**src/sv/strict_priority_multi_queue_macros.svh**
```systemverilog
// assertion macros for the strict priority multi queue
`ifndef STRICT_PRIORITY_MULTI_QUEUE_MACROS_SVH
`define STRICT_PRIORITY_MULTI_QUEUE_MACROS_SVH

// same cycle implication
`define SPMQ_CHECK_NOW(lbl, ante, cons, msg) \
	lbl: assert property (@(posedge clk) disable iff (!arst_n) (ante) |-> (cons)) \
		else $error(msg);

// next cycle implication
`define SPMQ_CHECK_NEXT(lbl, ante, cons, msg) \
	lbl: assert property (@(posedge clk) disable iff (!arst_n) (ante) |=> (cons)) \
		else $error(msg);

`endif

```
**src/sv/spmq_pkg.sv**
```systemverilog
// package with types and constants of the strict priority multi queue
`default_nettype none
package spmq_pkg;

	localparam int N_QUEUES_DEF   = 8;
	localparam int DEPTH_DEF      = 128;
	localparam int TAG_WIDTH_DEF  = 8;

	localparam int CFG_W  = 4;
	localparam int QIDX_W = 3;
	localparam int TAG_W  = 8;

	typedef enum logic {
		OP_ENQ = 1'b0,
		OP_DEQ = 1'b1
	} opcode_t;

	typedef enum logic [1:0] {
		ST_OK      = 2'd0,
		ST_FULL    = 2'd1,
		ST_INVALID = 2'd2,
		ST_EMPTY   = 2'd3
	} status_t;

	typedef struct packed {
		opcode_t             opcode;
		logic [QIDX_W-1:0]   queue_index;
		logic [TAG_W-1:0]    item_tag;
	} cmd_word_t;

	typedef struct packed {
		status_t             status;
		logic [TAG_W-1:0]    out_tag;
		logic [QIDX_W-1:0]   served_queue;
	} result_word_t;

	typedef struct packed {
		logic                deq_ok;
		status_t             status;
		logic [QIDX_W-1:0]   served_queue;
	} step_info_t;

endpackage
`default_nettype wire

```
**src/sv/spmq_ptrs.sv**
```systemverilog
// head and tail pointers, queue count and priority selection
`default_nettype none
`include "strict_priority_multi_queue_macros.svh"
module spmq_ptrs import spmq_pkg::*; #(
	parameter int N_QUEUES   = N_QUEUES_DEF,
	parameter int DEPTH      = DEPTH_DEF,
	parameter int TAG_WIDTH  = TAG_WIDTH_DEF,
	localparam int AW = $clog2(N_QUEUES * DEPTH)
) (
	input  wire logic                 clk,
	input  wire logic                 arst_n,
	input  wire logic                 cfg_we,
	input  wire logic [CFG_W-1:0]     cfg_wdata,
	input  wire logic                 go,
	input  wire cmd_word_t            cmd,
	output logic                      mem_we,
	output logic      [AW-1:0]        mem_waddr,
	output logic      [TAG_WIDTH-1:0] mem_wdata,
	output logic      [AW-1:0]        mem_raddr,
	output step_info_t                info
);

	localparam int PTR_W = $clog2(DEPTH);
	localparam int QIW   = (N_QUEUES > 1) ? $clog2(N_QUEUES) : 1;
	localparam int CNT_W = $clog2(N_QUEUES + 1);

	logic [PTR_W-1:0]      head_q [N_QUEUES];
	logic [PTR_W-1:0]      tail_q [N_QUEUES];
	logic [CNT_W-1:0]      qiu_q;

	logic [N_QUEUES-1:0]   nonempty;
	logic [N_QUEUES-1:0]   elig;
	logic                  found;
	logic [QIW-1:0]        fidx;
	logic [QIW-1:0]        qsel;
	logic                  idx_ok;
	logic                  full;
	logic                  is_enq;
	logic [PTR_W-1:0]      tail_nxt;
	logic [PTR_W-1:0]      head_nxt;
	logic                  enq_go;
	logic                  deq_go;

	function automatic logic [PTR_W-1:0] ring_next(input logic [PTR_W-1:0] p);
		ring_next = (p == PTR_W'(DEPTH - 1)) ? '0 : p + PTR_W'(1);
	endfunction

	always_comb begin
		for (int i = 0; i < N_QUEUES; i++) begin
			nonempty[i] = head_q[i] != tail_q[i];
			elig[i]     = nonempty[i] && (32'(i) < 32'(qiu_q));
		end
	end

	// lowest numbered eligible queue wins
	always_comb begin
		found = 1'b0;
		fidx  = '0;
		for (int i = N_QUEUES - 1; i >= 0; i--) begin
			if (elig[i]) begin
				found = 1'b1;
				fidx  = QIW'(i);
			end
		end
	end

	assign is_enq   = cmd.opcode == OP_ENQ;
	assign qsel     = QIW'(cmd.queue_index);
	assign idx_ok   = 32'(cmd.queue_index) < 32'(qiu_q);
	assign tail_nxt = ring_next(tail_q[qsel]);
	assign full     = tail_nxt == head_q[qsel];
	assign head_nxt = ring_next(head_q[fidx]);
	assign enq_go   = go && is_enq && idx_ok && !full;
	assign deq_go   = go && !is_enq && found;

	assign mem_we    = enq_go;
	assign mem_wdata = TAG_WIDTH'(cmd.item_tag);
	assign mem_waddr = AW'(qsel) * AW'(DEPTH) + AW'(tail_q[qsel]);
	assign mem_raddr = AW'(fidx) * AW'(DEPTH) + AW'(head_q[fidx]);

	always_comb begin
		info = '0;
		if (is_enq) begin
			priority if (!idx_ok) begin
				info.status = ST_INVALID;
			end else if (full) begin
				info.status = ST_FULL;
			end else begin
				info.status = ST_OK;
			end
		end else if (found) begin
			info.deq_ok       = 1'b1;
			info.status       = ST_OK;
			info.served_queue = QIDX_W'(fidx);
		end else begin
			info.status = ST_EMPTY;
		end
	end

	always_ff @(posedge clk or negedge arst_n) begin
		if (!arst_n) begin
			qiu_q <= '0;
			for (int i = 0; i < N_QUEUES; i++) begin
				head_q[i] <= '0;
				tail_q[i] <= '0;
			end
		end else if (cfg_we) begin
			qiu_q <= (32'(cfg_wdata) > N_QUEUES) ? CNT_W'(N_QUEUES) : CNT_W'(cfg_wdata);
			for (int i = 0; i < N_QUEUES; i++) begin
				head_q[i] <= '0;
				tail_q[i] <= '0;
			end
		end else begin
			if (enq_go) begin
				tail_q[qsel] <= tail_nxt;
			end
			if (deq_go) begin
				head_q[fidx] <= head_nxt;
			end
		end
	end

	`SPMQ_CHECK_NEXT(a_cfg_empties, cfg_we, nonempty == '0, "queue not empty after count write")
	`SPMQ_CHECK_NOW(a_count_limit, 1'b1, 32'(qiu_q) <= N_QUEUES, "queue count above limit")
	`SPMQ_CHECK_NOW(a_deq_in_use, deq_go, 32'(fidx) < 32'(qiu_q), "dequeue from unused queue")

endmodule
`default_nettype wire

```
**config.mk**
```make
export PLATFORM = sky130hd
export DESIGN_NAME = spmq_ptrs
export DESIGN_NICKNAME = d
export VERILOG_FILES = /design/src/sv/spmq_pkg.sv /design/src/sv/spmq_ptrs.sv
export VERILOG_INCLUDE_DIRS = /design/src /design/src/sv
export SDC_FILE = /design/constraint.sdc
export NUM_CORES = 1
export LEC_CHECK = 0
export BUFFER_PORTS_ARGS = -buffer_cell sky130_fd_sc_hd__buf_4
export CAP_MARGIN = 20
export CORE_AREA = 2 2 128 130
export CTS_CLUSTER_DIAMETER = 50
export DETAILED_ROUTE_END_ITERATION = 10
export DIE_AREA = 0 0 130 132
export PLACE_DENSITY = 0.76
export RECOVER_POWER = 100
export SLEW_MARGIN = 20
export SYNTH_ARGS = -nofsm -noshare
export SYNTH_HDL_FRONTEND = slang
export SYNTH_SLANG_ARGS = --single-unit
```
**constraint.sdc**
```tcl
create_clock -name clk -period 3.13 [get_ports clk]
set_input_delay 0.313 -clock clk [delete_from_list [all_inputs] [get_ports clk]]
set_output_delay 0.313 -clock clk [all_outputs]
set_load 0.1 [all_outputs]
```
Word level (Yosys, flattened, before mapping)
Index checks and enable logic that the tools add are counted.

storage, ports and cells
  bits in registers = 116
  input port bits = 20
  output and inout bits = 35
  logic and storage cells = 113

operators by class
  $add $sub $neg = 4
  order comparisons = 14
  eq/ne operators = 11
  multiplexer cells = 46
  bitwise logic cells = 3
  reduce and logical (&&, ||, !) cells = 18

operators by type and width
  cell                                                 count
  two-way mux 56 bit                                   4
  bitwise mux 56 bit                                   2
  two-way mux 7 bit                                    10
  binary-select mux 7 bit (select 3 bit)               3
  inequality test 7 bit                                8
  demux 7 bit (select 3 bit)                           2
  two-way mux 3 bit                                    10
  adder 10 x 7 -> 10 bit                               2
  < comparator 3 x 4 -> 1 bit (first input constant)   4
  logical AND 1 bit                                    15
  adder 7 x 1 -> 7 bit (second input constant)         2
  == test 7 bit (second input constant)                2
  two-way mux 1 bit                                    11
  >= comparator 4 bit (second input constant)          2
  < comparator 1 x 4 -> 1 bit (first input constant)   2
  < comparator 2 x 4 -> 1 bit (first input constant)   2
  < comparator 4 x 1 -> 1 bit (second input constant)  2
  NOT 3 -> 4 bit                                       2
  == test 7 bit                                        1
  two-way mux 2 bit                                    3
  > comparator 4 bit (second input constant)           1
  < comparator 3 x 4 -> 1 bit                          1
  two-way mux 4 bit                                    1
  nonzero test 2 bit                                   2
  other kinds (2)                                      2

Logic depth before layout (Yosys ltp)
  word-level depth = 19
  gate-level depth with buffers = 17
  mapped depth without buffers = 16

Least setup slack after synthesis
No wires, ideal clock.

  path type = input-to-output
  start point = input port cmd[9] in the netlist's numbering
  end point = output port info[3] in the netlist's numbering
  arrival time = 6.244 ns
  data required time = 2.817 ns
  setup slack = -3.427 ns
  stages = 12
  buffers on the path = 3
  path through = buf_2 > buf_4 > nor2b_1 > a22oi_1 > o2bb2ai_1 > and3b_2 > and2_4 > buf_6 > a21oi_1 > o32ai_1 > nand4_4 > o31ai_1

RTL lines
  item         RTL line         RTL
  from (decl)  spmq_ptrs.sv:15  input wire cmd_word_t cmd,
  to (decl)    spmq_ptrs.sv:20  output step_info_t info

==> results.sh <==
export IMPL_cap_violations=0
export IMPL_nets=1195
export IMPL_cts_sinks=116
export IMPL_portBuffers=38
export IMPL_min_period_over_period=1.221
export IMPL_drv_slew=0
export IMPL_p_leak_uw=0.006011
export IMPL_grt_pass1_vias=8658
export IMPL_layout_min_cycle_time_ps=3823
export IMPL_max_stage_delay_ps=480
export IMPL_setup_ws_ps=-692.8
export IMPL_avgSynthCellArea_um2=9.640
export IMPL_synth_cell_types=89
export IMPL_htree_num_levels=4
export IMPL_rows=46
export IMPL_power_density_nw_per_um2=471.2
export IMPL_cp_data_arrival_time_ps=3510
export IMPL_drt_pass1_iter_count=6
export IMPL_dieHeight_um=132
export IMPL_r2r_slack_ps=-660
export IMPL_fmax_mhz=261.6
export IMPL_area_delta_synth_final_pct=62.39
export IMPL_die_area_um2=17160
export IMPL_cp_startpoint="tail_q[15]"
export IMPL_cts_buffers=17
export IMPL_wire_per_inst_um=26.74
export IMPL_reg2reg_from="tail_q[39]"
export IMPL_status="finished, violations left"
export IMPL_synth_edf_count=0
export IMPL_place_congestion=1.070
export IMPL_clock_latency_ps=430
export IMPL_start_util=0.5111
export IMPL_ioPinCount=55
export IMPL_clock_skew_ps=11.63
export IMPL_crit_cells=13
export IMPL_ant_nets=0
export IMPL_dp_cells=1296
export IMPL_ys_flop_type="dfrtp_1"
export IMPL_syn_area_um2=8030
export IMPL_wl_mm=37.43
export IMPL_vias_per_cell=6.406
export IMPL_cp_endpoint="info[3]"
export IMPL_clkSlewWorstSetupHoldPaths_ps=60
export IMPL_slowest_stage="mux4_2"
export IMPL_vias=8968
export IMPL_cts_tree="yes"
export IMPL_cts_root_buf="clkbuf_16"
export IMPL_cp_num_buf_inv=3
export IMPL_grt_max_degree=54
export IMPL_reg2reg_depth=14
export IMPL_ctsLongestPathBuffers=2
export IMPL_coreArea_um2=15710
export IMPL_rsz0062_at_grt="yes"
export IMPL_first_iter_violations=1232
export IMPL_yosysWarnings=0
export IMPL_path_cells="buf_6 > mux4_2 > mux2i_4 > clkinvlp_4 > ha_4 > nand3_4 > and3b_2 > and2_4 > nor2_8 > xor2_2 > nand4_4 > o31ai_4 > buf_12"
export IMPL_hp_class="in -> reg"
export IMPL_crit_required_ps=2820
export IMPL_yosys_area_top_type_share=0.3615
export IMPL_synth_async_sr_flop_share=1.000
export IMPL_finalSetupViolCount=124
export IMPL_end_kind="primary output"
export IMPL_ys_ff_latch=116
export IMPL_grt_pass1_wl_mm=51.57
export IMPL_synth_area_top_cells="dfrtp_1, mux2i_1, nand2b_1"
export IMPL_syn_instance_count=833
export IMPL_cp_max_fo=4
export IMPL_holdPathStages=2
export IMPL_ir_drop_uv=614.8
export IMPL_violations="negative setup slack"
export IMPL_relSlewSlack=0.1662
export IMPL_hold_viol=0
export IMPL_fin_cells=1400
export IMPL_cp_top_family="simple AND/OR/NAND/NOR gates"
export IMPL_yosysSeqAreaShare=0.3615
export IMPL_dp_hpwl_mm=25.17
export IMPL_critPathLaunchType="flop"
export IMPL_drc=0
export IMPL_post_place_ws_ps=-606.8
export IMPL_synth_area_leader_cell="dfrtp_1"
export IMPL_n_antenna_cell=0
export IMPL_worstReg2RegEnd="head_q[33]"
export IMPL_fp_dieW_um=130
export IMPL_syn_nets=857
export IMPL_drive_gt1_frac=0.5101
export IMPL_grt_use_total=0.4119
export IMPL_setup_tns_ps=-58990
export IMPL_critical_path_class="reg -> out"
export IMPL_grt_overflow=0
export IMPL_grt_antenna_before_repair=0
export IMPL_tightest_slew_ps=1251
-- per-layer routing --
metal,GRT usage,vias to the layer above,share of wire
li1,-,3676,-
met1,0.5239,4288,0.36
met2,0.6283,775,0.44
met3,0.1205,229,0.13
met4,0.2252,0,0.078
met5,0,-,0
-- cells in the final DEF, fill, tap and decap left out, drive strengths merged, types with 8 or more instances in the layout --
cell    Yosys  routed
buf        36     375
xnor2      41      41
mux2i      82      82
inv        19      23
nor2       71      71
nand2      64      64
o21ai      46      46
and2       11      11
o22ai      10      10
nand4      16      16
nor3       15      15
clkbuf     22      20
nand3      15      15
a211oi     20      20
dfrtp     116     116
a21oi      27      27
xor2       27      27
mux4       12      12
o221ai      9       9
mux2        8       8
nand2b     62      62
-- synthesized netlist by cell type (7+ instances only) --
| library cell | n |
|---|---|
| o21ai_0 | 42 |
| mux2i_1 | 80 |
| buf_2 | 8 |
| dfrtp_1 | 116 |
| a211oi_1 | 15 |
| nand4_1 | 9 |
| a31oi_1 | 7 |
| nand2_1 | 64 |
| and2_1 | 10 |
| xor2_1 | 26 |
| xnor2_1 | 39 |
| nor3_1 | 15 |
| buf_4 | 16 |
| nand2b_1 | 62 |
| o221ai_1 | 9 |
| nand3b_1 | 7 |
| or3_1 | 7 |
| nor2_1 | 69 |
| nand3_1 | 12 |
| a21oi_1 | 27 |
| mux4_2 | 12 |
| inv_1 | 17 |
| clkbuf_1 | 22 |
| buf_1 | 7 |
| o22ai_1 | 8 |
-- through the flow --
stage	hold WS (ps)	utilization	instance area [µm²]	total power, µW
2_1_floorplan	17.41	-	8305	2737
3_3_place_gp	365.1	0.6773	10640	3471
3_5_place_dp	363.4	0.6773	10640	3485
4_1_cts	99.87	0.7840	12320	5812
5_1_grt	113.0	0.8299	13040	6275
6_report	103.7	0.8299	13040	6144
-- logic make-up after synthesis --
kind of cell / share of synthesized area
AND/OR/NAND/NOR: 0.1983
buffers and inverters: 0.05079
multiplexers: 0.1507
flip-flops: 0.3615
XOR/XNOR: 0.07697
AO/OA/AOI/OAI: 0.1555
adder cells (fa/ha/maj): 0.006233
-- registers in the layout, summed over array words and instances (netlist names) --
signal and cells:
tail_q 56, qiu_q 4, head_q 56
-- power breakdown --
| part | switching (µW) | leakage (µW) | internal [µW] |
|---|---|---|---|
| Sequential | 22.3 | 0.00161 | 1520 |
| Combinational | 1500 | 0.00412 | 1100 |
| Clock | 793 | 0.000277 | 1200 |
| Total | 2320 | 0.00601 | 3830 |
-- layout make-up --
class / instances / area (µm²)
fill: 800 / 2673
timing repair buffer: 377 / 3437
clock buffer: 19 / 442.9
inverter: 21 / 105.1
clock inverter: 13 / 147.6
tap: 216 / 270.3
multi-input combinational: 638 / 5731
sequential: 116 / 2907
-- worst min path at each step --
stage                             from   endpoint  slack [ps]
final                     cfg_wdata[3]   qiu_q[0]         100
after CTS                 cfg_wdata[3]   qiu_q[0]         100
after global placement          arst_n  tail_q[3]         370
after global routing      cfg_wdata[3]   qiu_q[0]         110
after floorplan                 arst_n  head_q[0]          20
after detailed placement        arst_n  tail_q[3]         360
-- timing repair --
action / in CTS / in global routing
gates resized for setup: 167 / 101
pin swaps: 38 / 52
endpoints found under the setup margin: 119 / 127
endpoints found under the hold margin: 41 / 0
buffers inserted: 44 / 36
hold buffers: 1 / 0
-- worst register-to-register path: stages (launching register included) --
cell and delay [ps]:
dfrtp_1 430, xor2_1 200, nor4_2 420, a41o_1 390, nand4_4 160, or4_4 540
buf_4 210, nor3_2 290, a311oi_4 80, buf_4 170, buf_8 130, and4_4 200
mux2i_4 170, buf_12 180, a211oi_2 80
Note: power is estimated with default switching activity, not from simulation.
